$ cat config.mk
export PLATFORM = sky130hd
export DESIGN_NAME = glcd_command_byte_generator_flat
export DESIGN_NICKNAME = d
export VERILOG_FILES = /design/src/rtl/glcd_pkg.sv /design/src/rtl/glcd_ifs.sv /design/src/rtl/glcd_front.sv /design/src/rtl/glcd_queue.sv /design/src/rtl/glcd_back.sv /design/src/rtl/glcd_command_byte_generator.sv /design/src/flat_wrapper.sv
export SDC_FILE = /design/constraint.sdc
export NUM_CORES = 1
export LEC_CHECK = 0
export BUFFER_PORTS_ARGS = -buffer_cell sky130_fd_sc_hd__buf_2
export CAP_MARGIN = 30
export CORE_MARGIN = 4
export CORE_UTILIZATION = 60
export CTS_BUF_LIST = sky130_fd_sc_hd__clkbuf_8
export DETAILED_ROUTE_END_ITERATION = 8
export PLACE_DENSITY = 0.81
export RECOVER_POWER = 25
export SLEW_MARGIN = 10
export SYNTH_ARGS = -nofsm -noshare
export SYNTH_HDL_FRONTEND = slang
export SYNTH_SLANG_ARGS = --single-unit
export TNS_END_PERCENT = 5
$ cat constraint.sdc
create_clock -name clock -period 12.3 [get_ports clock]
set_input_delay 0.615 -clock clock [delete_from_list [all_inputs] [get_ports clock]]
set_output_delay 0.615 -clock clock [all_outputs]
set_load 0.05 [all_outputs]
$ cat src/rtl/glcd_pkg.sv
// Shared types and constants for the graphic LCD command byte generator.
package glcd_pkg;

   // Request modes
   localparam logic [2:0] MODE_CHAR        = 3'd0;
   localparam logic [2:0] MODE_STRING      = 3'd1;
   localparam logic [2:0] MODE_HEX         = 3'd2;
   localparam logic [2:0] MODE_GOTO        = 3'd3;
   localparam logic [2:0] MODE_PIXEL_SET   = 3'd4;
   localparam logic [2:0] MODE_PIXEL_CLEAR = 3'd5;

   // Configuration register indexes
   localparam logic CSR_GRAPHIC_COLUMNS = 1'b0;
   localparam logic CSR_ADDR_OPCODE     = 1'b1;

   localparam logic [7:0] GRAPHIC_COLUMNS_RESET = 8'd40;
   localparam logic [7:0] ADDR_OPCODE_RESET     = 8'd36;

   // Fixed bus values
   localparam logic [7:0]  WRITE_CMD      = 8'hC0;
   localparam logic [15:0] TEXT_BASE      = 16'h7B00;
   localparam logic [7:0]  PIXEL_SET_CMD  = 8'hFD;
   localparam logic [7:0]  PIXEL_CLR_CMD  = 8'hF5;
   localparam logic [7:0]  CHAR_FALLBACK  = 8'h3F;
   localparam logic [7:0]  CHAR_LOW       = 8'd32;
   localparam logic [7:0]  CHAR_HIGH      = 8'h9F;
   localparam logic [7:0]  HEX_DIGIT_OFS  = 8'h10;
   localparam logic [7:0]  HEX_LETTER_OFS = 8'h17;

   // Reciprocal for x/6 on 8-bit x: (x*171)>>10
   localparam logic [7:0] DIV6_RECIP = 8'd171;
   localparam int         DIV6_SHIFT = 10;

   // Depth of the job queue between front and back
   localparam int QUEUE_DEPTH = 2;

   localparam int JOB_BYTES = 4;

   typedef struct packed {
      logic       is_command;
      logic [7:0] bus_byte;
   } bus_word_type;

   // One decoded request: up to four bus words and the index of the final one
   typedef struct packed {
      bus_word_type [JOB_BYTES-1:0] words;
      logic [1:0]                   last_idx;
   } job_type;

endpackage

$ cat src/rtl/glcd_ifs.sv
// Request and response channel interfaces.
interface glcd_req_if;
   logic       valid;
   logic       ready;
   logic [2:0] mode;
   logic [7:0] value;
   logic [7:0] pos_x;
   logic [7:0] pos_y;

   modport source (output valid, mode, value, pos_x, pos_y, input ready);
   modport sink   (input valid, mode, value, pos_x, pos_y, output ready);
endinterface

interface glcd_rsp_if;
   logic       valid;
   logic       ready;
   logic       is_command;
   logic [7:0] bus_byte;
   logic       last;

   modport source (output valid, is_command, bus_byte, last, input ready);
   modport sink   (input valid, is_command, bus_byte, last, output ready);
endinterface

$ cat src/rtl/glcd_front.sv
// Front end: accepts requests, holds the configuration and decodes jobs.
module glcd_front #(
   parameter int TEXT_COLUMNS = 40,
   parameter int TEXT_ROWS    = 16
) (
   input  logic               clock,
   input  logic               reset,
   glcd_req_if.sink           req_bus,
   input  logic               csr_we,
   input  logic               csr_index,
   input  logic [7:0]         csr_wdata,
   input  logic               queue_full,
   output logic               push,
   output glcd_pkg::job_type  push_job
);

   logic [7:0]  graphic_columns_ff;
   logic [7:0]  addr_opcode_ff;

   logic        has_words;
   logic [7:0]  char_code;
   logic [7:0]  row_c;
   logic [7:0]  col_c;
   logic [15:0] goto_adr;
   logic [15:0] div6_prod;
   logic [7:0]  px_div6;
   logic [7:0]  px_times6;
   logic [2:0]  px_rem6;
   logic [15:0] pixel_adr;
   logic [7:0]  bit_cmd_base;
   logic [15:0] line_adr;

   // Configuration registers
   always_ff @(posedge clock) begin
      if (reset) begin
         graphic_columns_ff <= glcd_pkg::GRAPHIC_COLUMNS_RESET;
         addr_opcode_ff     <= glcd_pkg::ADDR_OPCODE_RESET;
      end else if (csr_we) begin
         if (csr_index == glcd_pkg::CSR_GRAPHIC_COLUMNS) begin
            graphic_columns_ff <= csr_wdata;
         end else begin
            addr_opcode_ff <= csr_wdata;
         end
      end
   end

   assign req_bus.ready = !queue_full;

   function automatic logic [7:0] hex_digit(input logic [3:0] nib);
      logic [7:0] wide;
      wide = {4'd0, nib};
      return (nib > 4'd9) ? wide + glcd_pkg::HEX_LETTER_OFS
                          : wide + glcd_pkg::HEX_DIGIT_OFS;
   endfunction

   // Checked character substitution
   always_comb begin
      char_code = req_bus.value;
      if (req_bus.value < glcd_pkg::CHAR_LOW || req_bus.value > glcd_pkg::CHAR_HIGH) begin
         char_code = glcd_pkg::CHAR_FALLBACK;
      end
   end

   // Text cursor address with out-of-range clamp
   assign row_c    = (req_bus.pos_y > 8'(TEXT_ROWS - 1)) ? 8'd0 : req_bus.pos_y;
   assign col_c    = (req_bus.pos_x > 8'(TEXT_COLUMNS - 1)) ? 8'd0 : req_bus.pos_x;
   assign goto_adr = glcd_pkg::TEXT_BASE + 16'(TEXT_COLUMNS) * {8'd0, row_c}
                     + {8'd0, col_c};

   // Pixel address: columns*y + x/6, x/6 through a reciprocal multiply
   assign div6_prod = {8'd0, req_bus.pos_x} * {8'd0, glcd_pkg::DIV6_RECIP};
   assign px_div6   = 8'(div6_prod >> glcd_pkg::DIV6_SHIFT);
   assign px_times6 = {px_div6[6:0], 1'b0} + {px_div6[5:0], 2'b00};
   assign px_rem6   = 3'(req_bus.pos_x - px_times6);
   assign line_adr  = {8'd0, graphic_columns_ff} * {8'd0, req_bus.pos_y};
   assign pixel_adr = line_adr + {8'd0, px_div6};
   assign bit_cmd_base = (req_bus.mode == glcd_pkg::MODE_PIXEL_SET) ?
                         glcd_pkg::PIXEL_SET_CMD : glcd_pkg::PIXEL_CLR_CMD;

   // Mode decoder
   always_comb begin
      has_words = 1'b1;
      push_job  = '0;
      unique case (req_bus.mode)
         glcd_pkg::MODE_CHAR: begin
            push_job.words[0] = '{1'b0, char_code - glcd_pkg::CHAR_LOW};
            push_job.words[1] = '{1'b1, glcd_pkg::WRITE_CMD};
            push_job.last_idx = 2'd1;
         end
         glcd_pkg::MODE_STRING: begin
            has_words         = (req_bus.value != 8'd0);
            push_job.words[0] = '{1'b0, req_bus.value - glcd_pkg::CHAR_LOW};
            push_job.words[1] = '{1'b1, glcd_pkg::WRITE_CMD};
            push_job.last_idx = 2'd1;
         end
         glcd_pkg::MODE_HEX: begin
            push_job.words[0] = '{1'b0, hex_digit(req_bus.value[7:4])};
            push_job.words[1] = '{1'b1, glcd_pkg::WRITE_CMD};
            push_job.words[2] = '{1'b0, hex_digit(req_bus.value[3:0])};
            push_job.words[3] = '{1'b1, glcd_pkg::WRITE_CMD};
            push_job.last_idx = 2'd3;
         end
         glcd_pkg::MODE_GOTO: begin
            push_job.words[0] = '{1'b0, goto_adr[7:0]};
            push_job.words[1] = '{1'b0, goto_adr[15:8]};
            push_job.words[2] = '{1'b1, addr_opcode_ff};
            push_job.last_idx = 2'd2;
         end
         glcd_pkg::MODE_PIXEL_SET, glcd_pkg::MODE_PIXEL_CLEAR: begin
            push_job.words[0] = '{1'b0, pixel_adr[7:0]};
            push_job.words[1] = '{1'b0, pixel_adr[15:8]};
            push_job.words[2] = '{1'b1, addr_opcode_ff};
            push_job.words[3] = '{1'b1, bit_cmd_base - {5'd0, px_rem6}};
            push_job.last_idx = 2'd3;
         end
         default: begin
            // unused modes produce nothing
            has_words = 1'b0;
         end
      endcase
   end

   assign push = req_bus.valid && req_bus.ready && has_words;

endmodule

$ cat src/rtl/glcd_queue.sv
// Short job queue between the decoder and the byte sequencer.
module glcd_queue (
   input  logic               clock,
   input  logic               reset,
   input  logic               push,
   input  glcd_pkg::job_type  push_job,
   input  logic               pop,
   output logic               full,
   output logic               empty,
   output glcd_pkg::job_type  head_job
);

   localparam int PtrWidth = (glcd_pkg::QUEUE_DEPTH > 1) ? $clog2(glcd_pkg::QUEUE_DEPTH) : 1;
   localparam int CntWidth = $clog2(glcd_pkg::QUEUE_DEPTH + 1);

   glcd_pkg::job_type slots_ff [glcd_pkg::QUEUE_DEPTH];
   logic [PtrWidth-1:0] wr_ptr_ff, wr_ptr_in;
   logic [PtrWidth-1:0] rd_ptr_ff, rd_ptr_in;
   logic [CntWidth-1:0] count_ff, count_in;

   function automatic logic [PtrWidth-1:0] next_ptr(input logic [PtrWidth-1:0] p);
      return (p == PtrWidth'(glcd_pkg::QUEUE_DEPTH - 1)) ? '0 : p + 1'b1;
   endfunction

   assign full     = (count_ff == CntWidth'(glcd_pkg::QUEUE_DEPTH));
   assign empty    = (count_ff == '0);
   assign head_job = slots_ff[rd_ptr_ff];

   // Pointer and fill-count update
   always_comb begin
      wr_ptr_in = push ? next_ptr(wr_ptr_ff) : wr_ptr_ff;
      rd_ptr_in = pop ? next_ptr(rd_ptr_ff) : rd_ptr_ff;
      count_in  = count_ff;
      if (push && !pop) begin
         count_in = count_ff + 1'b1;
      end else if (pop && !push) begin
         count_in = count_ff - 1'b1;
      end
   end

   always_ff @(posedge clock) begin
      if (reset) begin
         wr_ptr_ff <= '0;
         rd_ptr_ff <= '0;
         count_ff  <= '0;
      end else begin
         wr_ptr_ff <= wr_ptr_in;
         rd_ptr_ff <= rd_ptr_in;
         count_ff  <= count_in;
      end
   end

   // Slot storage
   always_ff @(posedge clock) begin
      if (push) begin
         slots_ff[wr_ptr_ff] <= push_job;
      end
   end

endmodule

$ cat src/rtl/glcd_back.sv
// Back end: sends head job bytes, one per cycle unless stalled.
module glcd_back (
   input  logic               clock,
   input  logic               reset,
   input  logic               empty,
   input  glcd_pkg::job_type  head_job,
   output logic               pop,
   glcd_rsp_if.source         rsp_bus
);

   logic       rsp_valid_ff;
   logic       is_command_ff;
   logic [7:0] bus_byte_ff;
   logic       last_ff;
   logic [1:0] idx_ff, idx_in;
   logic       load;
   logic       at_last;

   assign load    = !empty && (!rsp_valid_ff || rsp_bus.ready);
   assign at_last = (idx_ff == head_job.last_idx);
   assign pop     = load && at_last;
   assign idx_in  = at_last ? 2'd0 : idx_ff + 2'd1;

   // Word index and output valid
   always_ff @(posedge clock) begin
      if (reset) begin
         rsp_valid_ff <= 1'b0;
         idx_ff       <= 2'd0;
      end else begin
         if (load) begin
            rsp_valid_ff <= 1'b1;
            idx_ff       <= idx_in;
         end else if (rsp_bus.ready) begin
            rsp_valid_ff <= 1'b0;
         end
      end
   end

   // Output payload register
   always_ff @(posedge clock) begin
      if (load) begin
         is_command_ff <= head_job.words[idx_ff].is_command;
         bus_byte_ff   <= head_job.words[idx_ff].bus_byte;
         last_ff       <= at_last;
      end
   end

   assign rsp_bus.valid      = rsp_valid_ff;
   assign rsp_bus.is_command = is_command_ff;
   assign rsp_bus.bus_byte   = bus_byte_ff;
   assign rsp_bus.last       = last_ff;

endmodule

$ cat src/rtl/glcd_command_byte_generator.sv
// Top level of the graphic LCD command byte generator.
//
//   channel   direction  handshake          payload
//   req_bus   in         valid/ready        mode, value, pos_x, pos_y
//   rsp_bus   out        valid/ready        is_command, bus_byte, last
//   csr_*     in         csr_we, no ready   csr_index, csr_wdata
//
// A request is decoded in the cycle it is accepted and its bus bytes (2 to 4;
// none for a zero string byte or an unused mode) go into a two-entry job queue;
// the sequencer sends one byte per cycle while rsp_bus is not stalled. The first
// byte is registered in a queue slot and then in the single output register.
// Reset is synchronous, clears the queue and the sequencer and presets the
// configuration registers. req_bus.ready drops only while the job queue is full;
// rsp stalls hold the output register and back up into the queue.
module glcd_command_byte_generator #(
   parameter int TEXT_COLUMNS = 40,
   parameter int TEXT_ROWS    = 16
) (
   input  logic       clock,
   input  logic       reset,
   glcd_req_if.sink   req_bus,
   glcd_rsp_if.source rsp_bus,
   input  logic       csr_we,
   input  logic       csr_index,
   input  logic [7:0] csr_wdata
);

   logic              push;
   logic              pop;
   logic              queue_full;
   logic              queue_empty;
   glcd_pkg::job_type push_job;
   glcd_pkg::job_type head_job;

   glcd_front #(
      .TEXT_COLUMNS (TEXT_COLUMNS),
      .TEXT_ROWS    (TEXT_ROWS)
   ) u_front (
      .clock      (clock),
      .reset      (reset),
      .req_bus    (req_bus),
      .csr_we     (csr_we),
      .csr_index  (csr_index),
      .csr_wdata  (csr_wdata),
      .queue_full (queue_full),
      .push       (push),
      .push_job   (push_job)
   );

   glcd_queue u_queue (
      .clock    (clock),
      .reset    (reset),
      .push     (push),
      .push_job (push_job),
      .pop      (pop),
      .full     (queue_full),
      .empty    (queue_empty),
      .head_job (head_job)
   );

   glcd_back u_back (
      .clock    (clock),
      .reset    (reset),
      .empty    (queue_empty),
      .head_job (head_job),
      .pop      (pop),
      .rsp_bus  (rsp_bus)
   );

endmodule
$ cat src/flat_wrapper.sv
// flat-port wrapper written by rule: the top's interface ports become plain ports
module glcd_command_byte_generator_flat 
#(
   parameter int TEXT_COLUMNS = 40,
   parameter int TEXT_ROWS    = 16
)
  (clock, reset, csr_we, csr_index, csr_wdata, req_bus_valid, req_bus_mode, req_bus_value, req_bus_pos_x, req_bus_pos_y, req_bus_ready, rsp_bus_valid, rsp_bus_is_command, rsp_bus_bus_byte, rsp_bus_last, rsp_bus_ready);
  glcd_req_if req_bus_i ();
  glcd_rsp_if rsp_bus_i ();
  input  logic clock;
  input  logic reset;
  input  logic csr_we;
  input  logic csr_index;
  input  logic [7:0] csr_wdata;
  input wire logic [$bits(req_bus_i.valid)-1:0] req_bus_valid;
  input wire logic [$bits(req_bus_i.mode)-1:0] req_bus_mode;
  input wire logic [$bits(req_bus_i.value)-1:0] req_bus_value;
  input wire logic [$bits(req_bus_i.pos_x)-1:0] req_bus_pos_x;
  input wire logic [$bits(req_bus_i.pos_y)-1:0] req_bus_pos_y;
  output wire logic [$bits(req_bus_i.ready)-1:0] req_bus_ready;
  output wire logic [$bits(rsp_bus_i.valid)-1:0] rsp_bus_valid;
  output wire logic [$bits(rsp_bus_i.is_command)-1:0] rsp_bus_is_command;
  output wire logic [$bits(rsp_bus_i.bus_byte)-1:0] rsp_bus_bus_byte;
  output wire logic [$bits(rsp_bus_i.last)-1:0] rsp_bus_last;
  input wire logic [$bits(rsp_bus_i.ready)-1:0] rsp_bus_ready;
  assign req_bus_i.valid = req_bus_valid;
  assign req_bus_i.mode = req_bus_mode;
  assign req_bus_i.value = req_bus_value;
  assign req_bus_i.pos_x = req_bus_pos_x;
  assign req_bus_i.pos_y = req_bus_pos_y;
  assign req_bus_ready = req_bus_i.ready;
  assign rsp_bus_valid = rsp_bus_i.valid;
  assign rsp_bus_is_command = rsp_bus_i.is_command;
  assign rsp_bus_bus_byte = rsp_bus_i.bus_byte;
  assign rsp_bus_last = rsp_bus_i.last;
  assign rsp_bus_i.ready = rsp_bus_ready;
  glcd_command_byte_generator #(.TEXT_COLUMNS(TEXT_COLUMNS), .TEXT_ROWS(TEXT_ROWS)) u_core (.clock(clock), .reset(reset), .req_bus(req_bus_i), .rsp_bus(rsp_bus_i), .csr_we(csr_we), .csr_index(csr_index), .csr_wdata(csr_wdata));
endmodule
==> out/results.ini <==
[worst_setup_path]
cpPeakStageDelay_ns = 0.53
r2r_end = u_core.u_queue.slots_ff[0][15]$_DFFE_PP_
critPathKind = input pin to flip-flop
crit_fanout = 7
arrival_ns = 7.74
r2r_setup_slack_ns = 7.81
cpMostUsedCell = fa_1
worstSetupEndpointType = flip-flop
cp.required_ns = 12.43
worst_r2r_path_depth = 15
crit_slowest_cell = fa_1
cp_num_buf_inv = 6
critical-path-top-delay-family = adder cells
start_kind = input pin
worstReg2RegStart = u_core.u_front.graphic_columns_ff[1]$_SDFFE_PP0P_

[clock_network]
clockBufferDepth = 2
cts_tree = built
hold_buffers = 0
cts.htree.levels = 3
clk_latency_ns = 0.37
clkSinkCount = 104
root_buffer = clkbuf_8
path_clk_slew_ns = 0.10
post_cts_buffers = 0
cts_resized = 0
numCtsBuffers = 9

[floorplanning]
rows = 43
die-height_um = 129
io_pins = 53
initial_core_util_pct = 62.3
coreArea_um2 = 14100
die-area_um2 = 16600
fp.dieW_um = 129

[global_routing]
grt_pass1_wl_um = 30000
grt_max_degree = 36
grt_pass1_vias = 6287
antenna_found_initial = 1
grtUsageTotal_pct = 22.9
grt_overflow = 0

[yosys]
synthAdderAreaFrac_pct = 29.2
ys_types = 52
synth.area.mux_share_pct = 5.90
synth_top_family_by_area = adder cells
ys_ff_latch = 104
synth_area_um2 = 8780
synth_compound_area_share_pct = 8.56
yosys_warnings = 0
syn_inst = 855
syn_avg_cell_area_um2 = 10.3
synth_xor_area_share_pct = 4.28
seq_area_frac_synth_pct = 32.8
async_flop_share_pct = 0
yosys.area_share.simple_pct = 12.6
synthFlopType = edfxtp_1
synth_edf_count = 80

[timing]
fin_crit_sh_pct = 61.9
maxSlewHeadroom_pct = -12.4
max_freq_ghz = 0.131
rsz0062_at_grt = false
setup_viol = 0
holdWs_ns = 0.476
period_minus_slack_ns = 7.62
slew_viol_final = 22
tightest_slew_ns = 1.69
hold_viol_final = 0
fin_skew_ns = 0.0112
setup_tns_ns = 0
worst_slack_ns = 4.68

[cells_and_area]
final_net_count = 1108
area_growth_pct = 6.97
instances_no_fill = 1081
final_common_cell = inv_1
drive_gt1_share_pct = 9.99
multi_input_area_um2 = 5340
regArea_um2 = 2880
fillers = 1127
final_cell_mix = 121 x inv_1, 115 x ha_1, 100 x nand2_1
diodes = 0

[power_and_ir_drop]
power.density_nw_per_um2 = 158
peakVddDrop_v = 0.0000791
leakagePower_nw = 4.30

[hold_path]
hold_class = input pin to flip-flop
min_path_cells = 3
holdCritStartpoint = csr_wdata[5]
min_to = u_core.u_front.addr_opcode_ff[5]$_SDFFE_PP1P_

[placed_design]
dp_hpwl_um = 14400
dp_cells = 1064
gp_congestion = 0.938
io_buffers = 52
dp_slack_ns = 4.29

[detailed_routing]
vias = 6133
ant_nets = 0
initialDrtViolationCount = 279
drtPass1Iterations = 5
routed_wirelength_um = 17900
drc = 0
drt-wirelength-per-cell_um = 16.5
viasPerCell = 5.67

[job]
maxCapViolCount = 1

[status]
status = finished with violations
failed_checks = max-capacitance violations, max-slew violations

==> how the worst max path moves through the flow <==
stage / start / endpoint / slack [ns] / depth (start not counted)
2_1_floorplan: req_bus_pos_x[1] / u_core.u_queue.slots_ff[0][18]$_DFFE_PP_ / 4.92 / 29
5_1_grt: req_bus_pos_x[1] / u_core.u_queue.slots_ff[0][14]$_DFFE_PP_ / 4.30 / 30
4_1_cts: req_bus_pos_x[1] / u_core.u_queue.slots_ff[0][18]$_DFFE_PP_ / 4.68 / 30
6_report: req_bus_pos_x[1] / u_core.u_queue.slots_ff[0][18]$_DFFE_PP_ / 4.68 / 30
3_3_place_gp: req_bus_pos_x[1] / u_core.u_queue.slots_ff[0][18]$_DFFE_PP_ / 4.47 / 30
3_5_place_dp: req_bus_pos_x[1] / u_core.u_queue.slots_ff[0][18]$_DFFE_PP_ / 4.29 / 30
==> registers in the layout (all words and copies together), names as in the netlist, named ones only <==
signal                             cells
u_core.u_back.idx_ff                   2
u_core.u_queue.rd_ptr_ff               1
u_core.u_back.rsp_bus.last             1
u_core.u_front.graphic_columns_ff      8
u_core.u_front.addr_opcode_ff          8
u_core.u_queue.wr_ptr_ff               1
u_core.u_back.rsp_bus.bus_byte         8
u_core.u_queue.count_ff                2
u_core.u_back.rsp_bus.is_command       1
u_core.u_back.rsp_bus.valid            1
u_core.u_queue.slots_ff               70
==> cells in the mapped netlist, types with 10 or more instances <==
| cell | n | area (um^2) |
|---|---|---|
| mux2_2 | 10 | 113 |
| fa_1 | 56 | 1120 |
| inv_1 | 121 | 454 |
| nor2_1 | 29 | 109 |
| nand2b_1 | 10 | 62.6 |
| clkbuf_1 | 26 | 97.6 |
| nand2_1 | 100 | 375 |
| ha_1 | 115 | 1440 |
| xor2_1 | 15 | 131 |
| and2_1 | 48 | 300 |
| edfxtp_1 | 80 | 2400 |
| dfxtp_1 | 24 | 480 |
| o21ai_0 | 22 | 110 |
| nor3_1 | 11 | 55.1 |
| a21oi_1 | 45 | 225 |
| mux4_2 | 14 | 315 |
| xnor2_1 | 26 | 228 |
==> logic make-up after synthesis <==
family / after synthesis
adders and majority gates: 171
DFF: 104
and+or+nand+nor: 229
muxes: 33
other: 1
xor gates and xnor gates: 42
buffers and inverters: 153
AOI/OAI and AO/OA: 122
==> stage by stage <==
stage | instance area [um^2] | util [%] | total power [mW]
final | 9390 | 66.6 | 1.49
after floorplan | 8800 | - | 1.09
after detailed placement | 9190 | 65.2 | 1.27
after global routing | 9390 | 66.6 | 1.60
after CTS | 9400 | 66.7 | 1.50
after global placement | 9190 | 65.2 | 1.25
==> report_power, final <==
part	leakage, nW	total, mW	switching (mW)	internal (mW)
clock network	0.110	0.219	0.117	0.103
logic	3.24	0.759	0.459	0.300
registers	0.954	0.507	0.0307	0.476
total	4.30	1.49	0.606	0.879
==> worst min-delay path: stages <==
cell and delay, ns:
buf_2 0.09, nand2_1 0.05, nand3b_1 0.07
==> per-layer routing <==
metal,global-route usage (%),wire length [um],vias up
met3,3.15,711,35
li1,-,-,2966
met4,7.60,461,2
met5,0,8,-
met1,30.0,7720,2986
met2,39.4,8960,144
==> cell type report <==
type                       instances  share of cell area, %
multi-input combinational        604                   56.9
inverter                         121                   4.84
sequential                       104                   30.7
timing repair buffer              56                   2.92
clock buffer                      10                   1.47
tap                              180                   2.40
clock inverter                     6                  0.813
No activity file was read; power rests on OpenSTA's default activity.
